$ cat config.mk
export PLATFORM = sky130hd
export DESIGN_NAME = dfc_key_ram
export DESIGN_NICKNAME = d
export VERILOG_FILES = /design/src/rtl/dfc_key_ram.sv
export SDC_FILE = /design/constraint.sdc
export NUM_CORES = 1
export LEC_CHECK = 0
export BUFFER_PORTS_ARGS = -buffer_cell sky130_fd_sc_hd__buf_2
export CORE_UTILIZATION = 46
export CTS_BUF_LIST = sky130_fd_sc_hd__clkbuf_4 sky130_fd_sc_hd__clkbuf_8
export DETAILED_ROUTE_END_ITERATION = 8
export HOLD_SLACK_MARGIN = 0.1
export MAX_ROUTING_LAYER = met4
export SETUP_SLACK_MARGIN = 0.05
export SLEW_MARGIN = 20
export SYNTH_ARGS = -nofsm -noshare
export SYNTH_HDL_FRONTEND = slang
export SYNTH_SLANG_ARGS = --single-unit
$ cat constraint.sdc
create_clock -name clk -period 7.95 [get_ports clk]
set_input_delay 0 -clock clk [delete_from_list [all_inputs] [get_ports clk]]
set_output_delay 0 -clock clk [all_outputs]
set_load 0.01 [all_outputs]
$ cat src/rtl/dfc_key_ram.sv
// dfc_key_ram: round key store, one write and one registered read port
// depends on nothing
module dfc_key_ram #(
  parameter int Depth = 16,
  parameter int Width = 64,
  parameter int AddrW = $clog2(Depth)
) (
  input  logic             clk,
  input  logic             we,
  input  logic [AddrW-1:0] waddr,
  input  logic [Width-1:0] wdata,
  input  logic [AddrW-1:0] raddr,
  output logic [Width-1:0] rdata
);

  logic [Width-1:0] mem [Depth];

  always_ff @(posedge clk) begin
    if (we) begin
      mem[waddr] <= wdata;
    end
    rdata <= mem[raddr];
  end

endmodule

* Yosys cells after proc, flatten, opt, wreduce, memory -nomap -nowiden *
Memory sizes are Yosys's and may differ from the RTL's. A register that Yosys moved wholly into a read port is not among the register bits.
Index checks and enable logic that the tools add are counted.

storage, ports and cells
  flip-flop bits (word level) = 0
  latch bits = 0
  RAM bits = 1024
  bits in read-only memories = 0
  input bits = 74
  output and inout port bits = 64
  word-level logic and storage cells = 3
  memories = 1

cells by class
  add/sub/neg operators = 0
  multipliers = 0
  divide/modulo/power cells = 0
  magnitude comparators = 0
  equality and inequality tests = 0
  shifts and indexed selects = 0
  muxes and demuxes = 2
  bitwise gates (word level) = 0
  reductions and logical operators = 0

memory list
  name  depth  bits a word  read ports  clocked after Yosys merged registers in  write ports  RTL line  text
  mem   16     64           1           1                                        1            16        logic [Width-1:0] mem [Depth];

operator list
  cell              count
  1-bit 2-to-1 mux  2

* Depth between registers and ports, before layout *
Gate-level depths: netlist of run 1.

  depth in word-level cells = 2
  mapped depth = 6
  gate-level depth less buffers = 3

* Least setup slack after synthesis of run 1 *
Ideal clock, no wire load.

  kind = in2reg
  start point = input port waddr[2]
  end point = memory mem[0][0], enable pin
  data arrival time = 4.863 ns
  data required time = 7.385 ns
  slack = 2.521 ns
  cell stages on the path = 2
  cells stage by stage = or3b_2 > nor3_1

RTL lines
  item         RTL line  text
  from (decl)  10        input logic [AddrW-1:0] waddr,
  to (decl)    16

No word-level cell before the write port.

==> flow_summary.yaml, run 1 <==
sta:
  max_slew_headroom: 0.256
  clock.fmax_ghz: 0.291
  period_needed_ns: 3.44
  timing_worst_slew_pin_value_ns: 1.11
  final.setup.tns_ns: 0
  clock_skew_ns: 0.0218
  setup_viol_count_final: 0
  slew_viol_final: 0
  fin_crit_sh: 0.433
  grt_setup_unrepaired: "false"
  finalHoldViolations: 0
logic_synthesis:
  yosys_warnings: 0
  yosys_most_used_dff: "sky130_fd_sc_hd__edfxtp_1"
  synth_area_leader_cell: "sky130_fd_sc_hd__edfxtp_1"
  synth.yosys.seq_area_share: 0.809
  synth_enable_flop_cells: 1024
  async_flop_share: 0
  synth_cells: 1647
  synth_common_cells: "sky130_fd_sc_hd__edfxtp_1, sky130_fd_sc_hd__mux4_2, sky130_fd_sc_hd__a22oi_1"
  synth.top_cell.area_share: 0.777
  synth.distinct_cells: 18
  synth.most_common_cell: "sky130_fd_sc_hd__edfxtp_1"
  synth.area.top_cells: "sky130_fd_sc_hd__edfxtp_1, sky130_fd_sc_hd__mux4_2, sky130_fd_sc_hd__dfxtp_1"
  syn-cell-area_sq_um: 39600
  yosys_register_bits: 1088
  synth_fp_nets: 1721
  postSynthAreaPerCell_sq_um: 24.0
setup_path:
  endpoint_kind: "flop"
  cp.required_ns: 8.64
  path_class: "in2reg"
  element_type_at_the_critical_path_start: "input pin"
  worstPathArrival_ns: 4.13
  critical_path.max_fanout: 107
grt:
  grt_first_pass_wirelength_mm: 129
  gr-usage-all-layers: 0.213
  grt_max_degree: 150
  grt_overflow_total: 0
  first_global_vias: 19911
  grt_antenna_before_repair: 5
finish:
  sequential_cell_area_sq_um: 32000
  multiInputGateArea_sq_um: 7230
  fillerInstances: 6552
  post-route-cell-area_sq_um: 46600
  final_nets: 2117
  layout-drive-gt1-share: 0.340
  areaGrowthSynthToFinish_pct: 17.6
placement:
  place_hpwl_mm: 39.6
  io_buffers: 137
  dpl-instance-area_sq_um: 41700
  gp_routability_congestion: 0.695
worst_hold_path:
  worst_hold_path_type: "in2reg"
drt:
  num_vias: 18523
  final_antenna_net_count: 0
  wire_per_inst_um: 26.3
  route.detailed.drc: 0
  initialDrtViolationCount: 1584
  vias_per_std_cell: 5.55
  drt_pass1_iterations: 5
  finalWirelength_mm: 87.7
clock_network:
  cts_buffers: 173
  root_buffer: "sky130_fd_sc_hd__clkbuf_8"
  numClockSinks: 1088
  buffers_from_clock_root_to_sink_at_most: 3
  cts_repair_resizes: 0
  clock_latency_ns: 0.79
  tritoncts_clock_tree: "built"
  cts_max_level: 4
  path_clk_slew_ns: 0.06
outcome:
  outcome: "completed"
power_and_ir_drop:
  maximum_ir_drop_on_the_vdd_rail_mv: 0.131
  power_density_nw_per_um2: 253
  power_leakage_nw: 15.2
floorplanning:
  die_h_um: 295
  top_level_ports: 138
  core_area_sq_um: 85100
  floorplan.die_area_sq_um: 87200
  starting_density: 0.465
  die-width_um: 295
  floorplan.rows: 107
run:
  max_cap_violations: 0
[layer usage]
layer,vias up,part of all wire,track usage
met5,-,0,-
met4,0,0.016,0.0581
met2,515,0.53,0.358
met3,120,0.050,0.0394
li1,7892,-,-
met1,9996,0.41,0.267
[flip-flops by register name, summed over array words and instances, names as in the netlist]
name	cells
mem	1024
rdata	64
[placed cells by master, fill, tap and decap left out]
| master | n |
|---|---|
| sky130_fd_sc_hd__a22oi_1 | 128 |
| sky130_fd_sc_hd__and2_4 | 1 |
| sky130_fd_sc_hd__buf_12 | 3 |
| sky130_fd_sc_hd__buf_2 | 135 |
| sky130_fd_sc_hd__buf_4 | 29 |
| sky130_fd_sc_hd__buf_8 | 2 |
| sky130_fd_sc_hd__bufinv_16 | 1 |
| sky130_fd_sc_hd__clkbuf_4 | 75 |
| sky130_fd_sc_hd__clkbuf_8 | 191 |
| sky130_fd_sc_hd__clkinv_1 | 21 |
| sky130_fd_sc_hd__clkinv_2 | 20 |
| sky130_fd_sc_hd__clkinvlp_4 | 5 |
| sky130_fd_sc_hd__dfxtp_1 | 64 |
| sky130_fd_sc_hd__diode_2 | 4 |
| sky130_fd_sc_hd__dlygate4sd3_1 | 136 |
| sky130_fd_sc_hd__edfxtp_1 | 1024 |
| sky130_fd_sc_hd__inv_6 | 3 |
| sky130_fd_sc_hd__inv_8 | 4 |
| sky130_fd_sc_hd__mux4_2 | 256 |
| sky130_fd_sc_hd__nand2_1 | 65 |
| sky130_fd_sc_hd__nand2b_1 | 2 |
| sky130_fd_sc_hd__nand3_1 | 1 |
| sky130_fd_sc_hd__nand3b_1 | 2 |
| sky130_fd_sc_hd__nor2_4 | 13 |
| sky130_fd_sc_hd__nor2b_4 | 2 |
| sky130_fd_sc_hd__nor3_2 | 4 |
| sky130_fd_sc_hd__or3b_2 | 1 |
[worst max-delay path, stage by stage]
cell and delay (ns):
sky130_fd_sc_hd__dlygate4sd3_1 0.57, sky130_fd_sc_hd__buf_8 0.59, sky130_fd_sc_hd__buf_12 0.66, sky130_fd_sc_hd__mux4_2 0.61
sky130_fd_sc_hd__a22oi_1 0.22, sky130_fd_sc_hd__dlygate4sd3_1 0.60, sky130_fd_sc_hd__nand2_1 0.05, sky130_fd_sc_hd__dlygate4sd3_1 0.55
[worst paths after layout]
path                               from              endpoint  slack, ns  depth (start not counted)
setup reg to reg   mem[3][30]$_DFFE_PP_     rdata[30]$_DFF_P_       5.59                          5
setup / recovery               raddr[0]     rdata[25]$_DFF_P_       4.51                          8
hold reg to reg   mem[14][49]$_DFFE_PP_     rdata[49]$_DFF_P_       0.66                          3
hold / removal                wdata[53]  mem[7][53]$_DFFE_PP_       0.17                          2
[metrics by stage]
step                      cells   util  power (mW)  setup slack (ns)  hold slack, ns
after floorplan            1647      -        6.89              2.52          0.0989
after global placement     2876  0.490        7.12              5.20           0.363
after detailed placement   2876  0.490        7.14              5.14           0.380
after CTS                  3332  0.547        11.9              4.56           0.101
after global routing       3336  0.547        12.2              4.27           0.130
final                      3336  0.547        11.8              4.51           0.168
[where the power goes]
part / internal [mW] / leakage, nW / total [mW] / switching (mW)
combinational: 0.265 / 3.52 / 0.605 / 0.340
clock: 2.60 / 1.88 / 4.73 / 2.13
sequential: 6.42 / 9.79 / 6.46 / 0.0417
[kinds of logic (layout without fill, tap and decap cells)]
kind of cell,Yosys count,count (layout),share of synthesized area
buf+inv,84,625,0.0114
other cells,0,4,0
flops,1088,1088,0.809
mux,256,256,0.146
compound gates,128,128,0.0243
simple gates,91,91,0.00942
[layout make-up]
class / instances / area share
multi-input combinational: 475 / 0.155
timing repair buffer: 305 / 0.0504
clock buffer: 266 / 0.0686
sequential: 1088 / 0.688
clock inverter: 54 / 0.00683
tap: 1144 / 0.0307
antenna: 4 / 0.000215
[what timing repair did]
action                    in CTS  in global routing
setup buffers                  0                  0
hold endpoints to repair    1219                  0
hold buffers                 136                  0
Note: power is estimated with default switching activity, not from simulation.
==> run 2, diff against run 1 <==
clock period = 3.1 ns   (was 7.95 ns; I/O delays follow)
==> flow_summary.yaml, run 2 (synthesized netlist as in run 1, its figures left out) <==
grt:
  grt_overflow_total: 0
  grt_antenna_before_repair: 6
  grt_first_pass_wirelength_mm: 130
  grt_max_degree: 65
  first_global_vias: 20317
  gr-usage-all-layers: 0.213
power_and_ir_drop:
  maximum_ir_drop_on_the_vdd_rail_mv: 0.345
  power_leakage_nw: 15.4
  internal-power_mw: 24.0
  power_density_nw_per_um2: 646
  switching_power_mw: 6.57
  finalPower_mw: 30.5
  sw_frac_of_total: 0.215
  p_clk_frac: 0.404
  reg_power_frac: 0.543
  comb_power_share: 0.053
finish:
  post-route-util: 0.555
  biggestRegsByFlops: "mem (1024), rdata (64)"
  layout_commonest_cell: "sky130_fd_sc_hd__edfxtp_1"
  sequential_cell_area_sq_um: 32000
  multiInputGateArea_sq_um: 7260
  layout.cells.non_filler: 3361
  top_register: "mem"
  final_nets: 2137
  layout_common_cells: "sky130_fd_sc_hd__edfxtp_1, sky130_fd_sc_hd__mux4_2, sky130_fd_sc_hd__clkbuf_8"
  layout-drive-gt1-share: 0.338
  areaGrowthSynthToFinish_pct: 19.3
  largest_register_ffs: 1024
  fillerInstances: 6482
clock_network:
  buffers_from_clock_root_to_sink_at_most: 3
  cts_buffers: 170
  tritoncts_clock_tree: "built"
  root_buffer: "sky130_fd_sc_hd__clkbuf_8"
  cts_max_level: 4
  clock_latency_ns: 0.84
  path_clk_slew_ns: 0.06
  numClockSinks: 1088
  buffers_inserted_by_post_cts_timing_repair: 0
floorplanning:
  starting_density: 0.465
  top_level_ports: 138
  die-width_um: 295
  floorplan.rows: 107
  core_area_sq_um: 85100
  floorplan.die_area_sq_um: 87200
  die_h_um: 295
sta:
  worst_hold_slack_ns: 0.159
  finalHoldViolations: 0
  setup_viol_count_final: 0
  timing_worst_slew_pin_value_ns: 0.999
  final.setup.tns_ns: 0
  max_slew_headroom: 0.332
  clock.fmax_ghz: 0.369
  slew_viol_final: 0
  period_needed_ns: 2.71
  grt_setup_unrepaired: "false"
  fin_crit_sh: 0.874
  clock_skew_ns: 0.0416
setup_path:
  cp.required_ns: 3.81
  max_stage_delay_ns: 0.57
  worst-r2r-cell-count: 5
  crit_path_cell_trace: "dlygate4sd3_1, buf_8, buf_4, mux4_2, a22oi_1, dlygate4sd3_1, nand2_1, dlygate4sd3_1"
  element_type_at_the_critical_path_start: "input pin"
  r2r_setup_slack_ns: 0.84
  buffers_inverters_on_critical_path: 5
  worstPathArrival_ns: 3.42
  worst_path_dominant_cell_family: "buffers and inverters"
  worst_path_max_delay_cell: "sky130_fd_sc_hd__dlygate4sd3_1"
  endpoint_kind: "flop"
  critical_path.max_fanout: 43
  total_number_of_cells_along_the_worst_setup_path: 8
  timing.critical_path.mode_cell: "sky130_fd_sc_hd__dlygate4sd3_1"
  path_class: "in2reg"
placement:
  placedCellCount: 2886
  place_hpwl_mm: 39.5
  io_buffers: 137
  gp_routability_congestion: 0.701
drt:
  finalWirelength_mm: 87.6
  m1WireLength_mm: 37.9
  vias_per_std_cell: 5.57
  initialDrtViolationCount: 1905
  route.met2.wl_mm: 42.9
  route.detailed.drc: 0
  wire_per_inst_um: 26.1
  final_antenna_net_count: 0
  num_vias: 18716
  top_layer_reached_by_signal_wires: "met4"
  drt_pass1_iterations: 7
  met3_wire_length_mm: 5.24
outcome:
  outcome: "completed"
worst_hold_path:
  worst_hold_path.num_cells: 2
  worst_hold_path_type: "in2reg"
run:
  max_cap_violations: 0
run 2: cell count changes in the layout (fill, tap and decap cells not counted), sizes merged:
cell,delta
buf,+10
clkinvlp,-2
clkbuf,-13
clkinv,+10
dlygate4sd3,+13
bufinv,+3
diode,+2
inv,+2
run 2: worst register-to-register path: stages (launching register included):
cell,delay [ns]
sky130_fd_sc_hd__edfxtp_1,0.37
sky130_fd_sc_hd__mux4_2,0.46
sky130_fd_sc_hd__a22oi_1,0.18
sky130_fd_sc_hd__dlygate4sd3_1,0.56
sky130_fd_sc_hd__nand2_1,0.04
sky130_fd_sc_hd__dlygate4sd3_1,0.55
run 2: area by class of cell:
class / instances / area share
antenna: 6 / 0.000318
clock inverter: 67 / 0.0105
clock buffer: 253 / 0.0653
tap: 1144 / 0.0303
sequential: 1088 / 0.678
timing repair buffer: 328 / 0.0617
multi-input combinational: 475 / 0.154
run 2: final timing paths:
path / start / to
min reg2reg: mem[14][23]$_DFFE_PP_ / rdata[23]$_DFF_P_
max reg2reg: mem[8][53]$_DFFE_PP_ / rdata[53]$_DFF_P_
min: wdata[40] / mem[1][40]$_DFFE_PP_
max: raddr[0] / rdata[53]$_DFF_P_
run 2: what timing repair did:
action,in CTS,in global routing
resized for setup,0,0
hold buffers,149,0
endpoints found under the hold margin,1515,0
run 2: power groups by stage:
stage | clock (mW) | combinational [mW] | sequential, mW
detailed placement | 0 | 1.48 | 16.9
CTS | 12.6 | 1.64 | 16.6
global route | 13.3 | 1.74 | 16.6
finish | 12.3 | 1.61 | 16.6
floorplan | 0 | 0.787 | 16.9
global placement | 0 | 1.45 | 16.9
run 2: per-stage QoR:
stage	worst slack [ns]	area [sq um]
4_1_cts	0.405	47200
6_report	0.390	47200
5_1_grt	0.203	47200
3_5_place_dp	0.994	42100
3_3_place_gp	1.01	42100
2_1_floorplan	-0.594	39600
run 2: layer usage:
metal | vias to the layer above | GRT usage
li1 | 7943 | -
met1 | 10049 | 0.293
met2 | 604 | 0.327
met3 | 120 | 0.0425
met4 | 0 | 0.0629
met5 | - | -
==> run 3, diff against run 2 <==
CORE_UTILIZATION = 45   (was 46)
CTS_BUF_LIST = unset   (was sky130_fd_sc_hd__clkbuf_4 sky130_fd_sc_hd__clkbuf_8)
==> flow_summary.yaml, run 3 (synthesized netlist as in run 1, its figures left out) <==
sta:
  slew_viol_final: 0
  fin_crit_sh: 0.815
  period_needed_ns: 2.53
  max_slew_headroom: 0.295
  timing_worst_slew_pin_value_ns: 1.06
  grt_setup_unrepaired: "false"
  finalHoldViolations: 0
  clock_skew_ns: 0.0255
  final.setup.tns_ns: 0
  clock.fmax_ghz: 0.396
  setup_viol_count_final: 0
finish:
  areaGrowthSynthToFinish_pct: 17.5
  sequential_cell_area_sq_um: 32000
  layout.cells.non_filler: 3185
  layout-drive-gt1-share: 0.308
  largest_register_ffs: 1024
  top_register: "mem"
  layout_common_cells: "sky130_fd_sc_hd__edfxtp_1, sky130_fd_sc_hd__mux4_2, sky130_fd_sc_hd__buf_2"
  fillerInstances: 6528
  final_nets: 2004
  layout_commonest_cell: "sky130_fd_sc_hd__edfxtp_1"
  post-route-util: 0.535
  biggestRegsByFlops: "mem (1024), rdata (64)"
  multiInputGateArea_sq_um: 7260
setup_path:
  worst_path_max_delay_cell: "sky130_fd_sc_hd__dlygate4sd3_1"
  worstPathArrival_ns: 2.87
  timing.critical_path.mode_cell: "sky130_fd_sc_hd__dlygate4sd3_1"
  max_stage_delay_ns: 0.66
  endpoint_kind: "flop"
  path_class: "in2reg"
  element_type_at_the_critical_path_start: "input pin"
  critical_path.reg2reg.startpoint: "mem[15][5]$_DFFE_PP_"
  crit_path_cell_trace: "dlygate4sd3_1, buf_2, or3b_2, dlygate4sd3_1, nor2_4, buf_12"
  critical_path.max_fanout: 24
  cp-startpoint: "waddr[2]"
  cp.required_ns: 3.44
  worst-r2r-cell-count: 5
drt:
  drt_pass1_iterations: 6
  initialDrtViolationCount: 1434
  wire_per_inst_um: 26.8
  final_antenna_net_count: 0
  vias_per_std_cell: 5.64
  route.detailed.drc: 0
  num_vias: 17959
  finalWirelength_mm: 85.4
grt:
  gr-usage-all-layers: 0.201
  grt_max_degree: 65
  grt_first_pass_wirelength_mm: 127
  grt_antenna_before_repair: 8
  first_global_vias: 19278
  grt_overflow_total: 0
power_and_ir_drop:
  p_clk_frac: 0.414
  power_density_nw_per_um2: 664
  sw_frac_of_total: 0.208
  power_leakage_nw: 15.0
  maximum_ir_drop_on_the_vdd_rail_mv: 0.499
  switching_power_mw: 6.43
  reg_power_frac: 0.536
  internal-power_mw: 24.5
  comb_power_share: 0.050
clock_network:
  cts_buffers: 107
  numClockSinks: 1088
  cts_repair_resizes: 0
  root_buffer: "sky130_fd_sc_hd__clkbuf_16"
  tritoncts_clock_tree: "built"
  buffers_inserted_by_post_cts_timing_repair: 0
  cts_max_level: 3
  path_clk_slew_ns: 0.06
  clock_latency_ns: 0.67
  buffers_from_clock_root_to_sink_at_most: 3
worst_hold_path:
  worst_hold_path_type: "in2reg"
  hold_path.startpoint: "waddr[0]"
  worst_hold_path.num_cells: 3
floorplanning:
  top_level_ports: 138
  die-width_um: 299
  die_h_um: 299
  floorplan.die_area_sq_um: 89200
  core_area_sq_um: 86900
  floorplan.rows: 108
  starting_density: 0.456
placement:
  placedCellCount: 2903
  io_buffers: 137
  gp_routability_congestion: 0.712
  place_hpwl_mm: 41.8
run:
  max_cap_violations: 0
outcome:
  outcome: "completed"
[run 3: cell types whose count changed in the layout (fill, tap and decap cells not counted), sizes merged]
| cell | delta |
|---|---|
| clkbuf | -92 |
| dlygate4sd3 | -76 |
| clkinv | -19 |
| inv | -9 |
| buf | +6 |
| bufinv | +1 |
| clkinvlp | +1 |
| diode | +1 |
[run 3: final cells by class]
type | count | share of cell area
Tap cell | 1155 | 0.0311
Clock inverter | 41 | 0.0101
Timing Repair Buffer | 258 | 0.0472
Antenna cell | 7 | 0.000377
Sequential cell | 1088 | 0.689
Multi-Input combinational cell | 475 | 0.156
Clock buffer | 161 | 0.0664
[run 3: through the flow]
step | worst slack [ns] | area (sq um) | hold WS (ns) | total power [mW]
6_report | 0.573 | 46500 | 0.133 | 30.9
3_3_place_gp | 1.04 | 42200 | 0.354 | 18.3
4_1_cts | 0.579 | 46500 | 0.103 | 31.2
5_1_grt | 0.501 | 46500 | 0.150 | 31.8
2_1_floorplan | -0.594 | 39600 | 0.0989 | 17.7
3_5_place_dp | 1.04 | 42200 | 0.387 | 18.4
[run 3: final timing paths]
path         slack (ns)              endpoint
min reg2reg        0.67     rdata[41]$_DFF_P_
max                0.57  mem[1][41]$_DFFE_PP_
min                0.13  mem[0][12]$_DFFE_PP_
max reg2reg        0.80      rdata[5]$_DFF_P_
[run 3: what timing repair did]
action	CTS	global route
setup endpoints to repair	0	0
endpoints found under the hold margin	1075	0
hold buffers	73	0
[run 3: worst max-delay path, delay by kind of cell]
| family | cells | cell delay (ns) |
|---|---|---|
| AND/OR/NAND/NOR | 2 | 1.23 |
| buffers and inverters | 4 | 1.61 |
[run 3: per-layer routing]
layer | vias to the layer above | global-route usage | wire (um)
met2 | 488 | 0.314 | 41800
met4 | 0 | 0.0437 | 1160
met3 | 97 | 0.0297 | 4510
li1 | 7641 | - | -
met5 | - | - | 0
met1 | 9733 | 0.282 | 37900
[run 3: power groups by stage]
stage,clock [mW],sequential (mW),combinational (mW)
finish,12.8,16.6,1.54
global route,13.6,16.6,1.66
CTS,13.0,16.6,1.57
detailed placement,0,16.9,1.49
global placement,0,16.9,1.46
floorplan,0,16.9,0.787
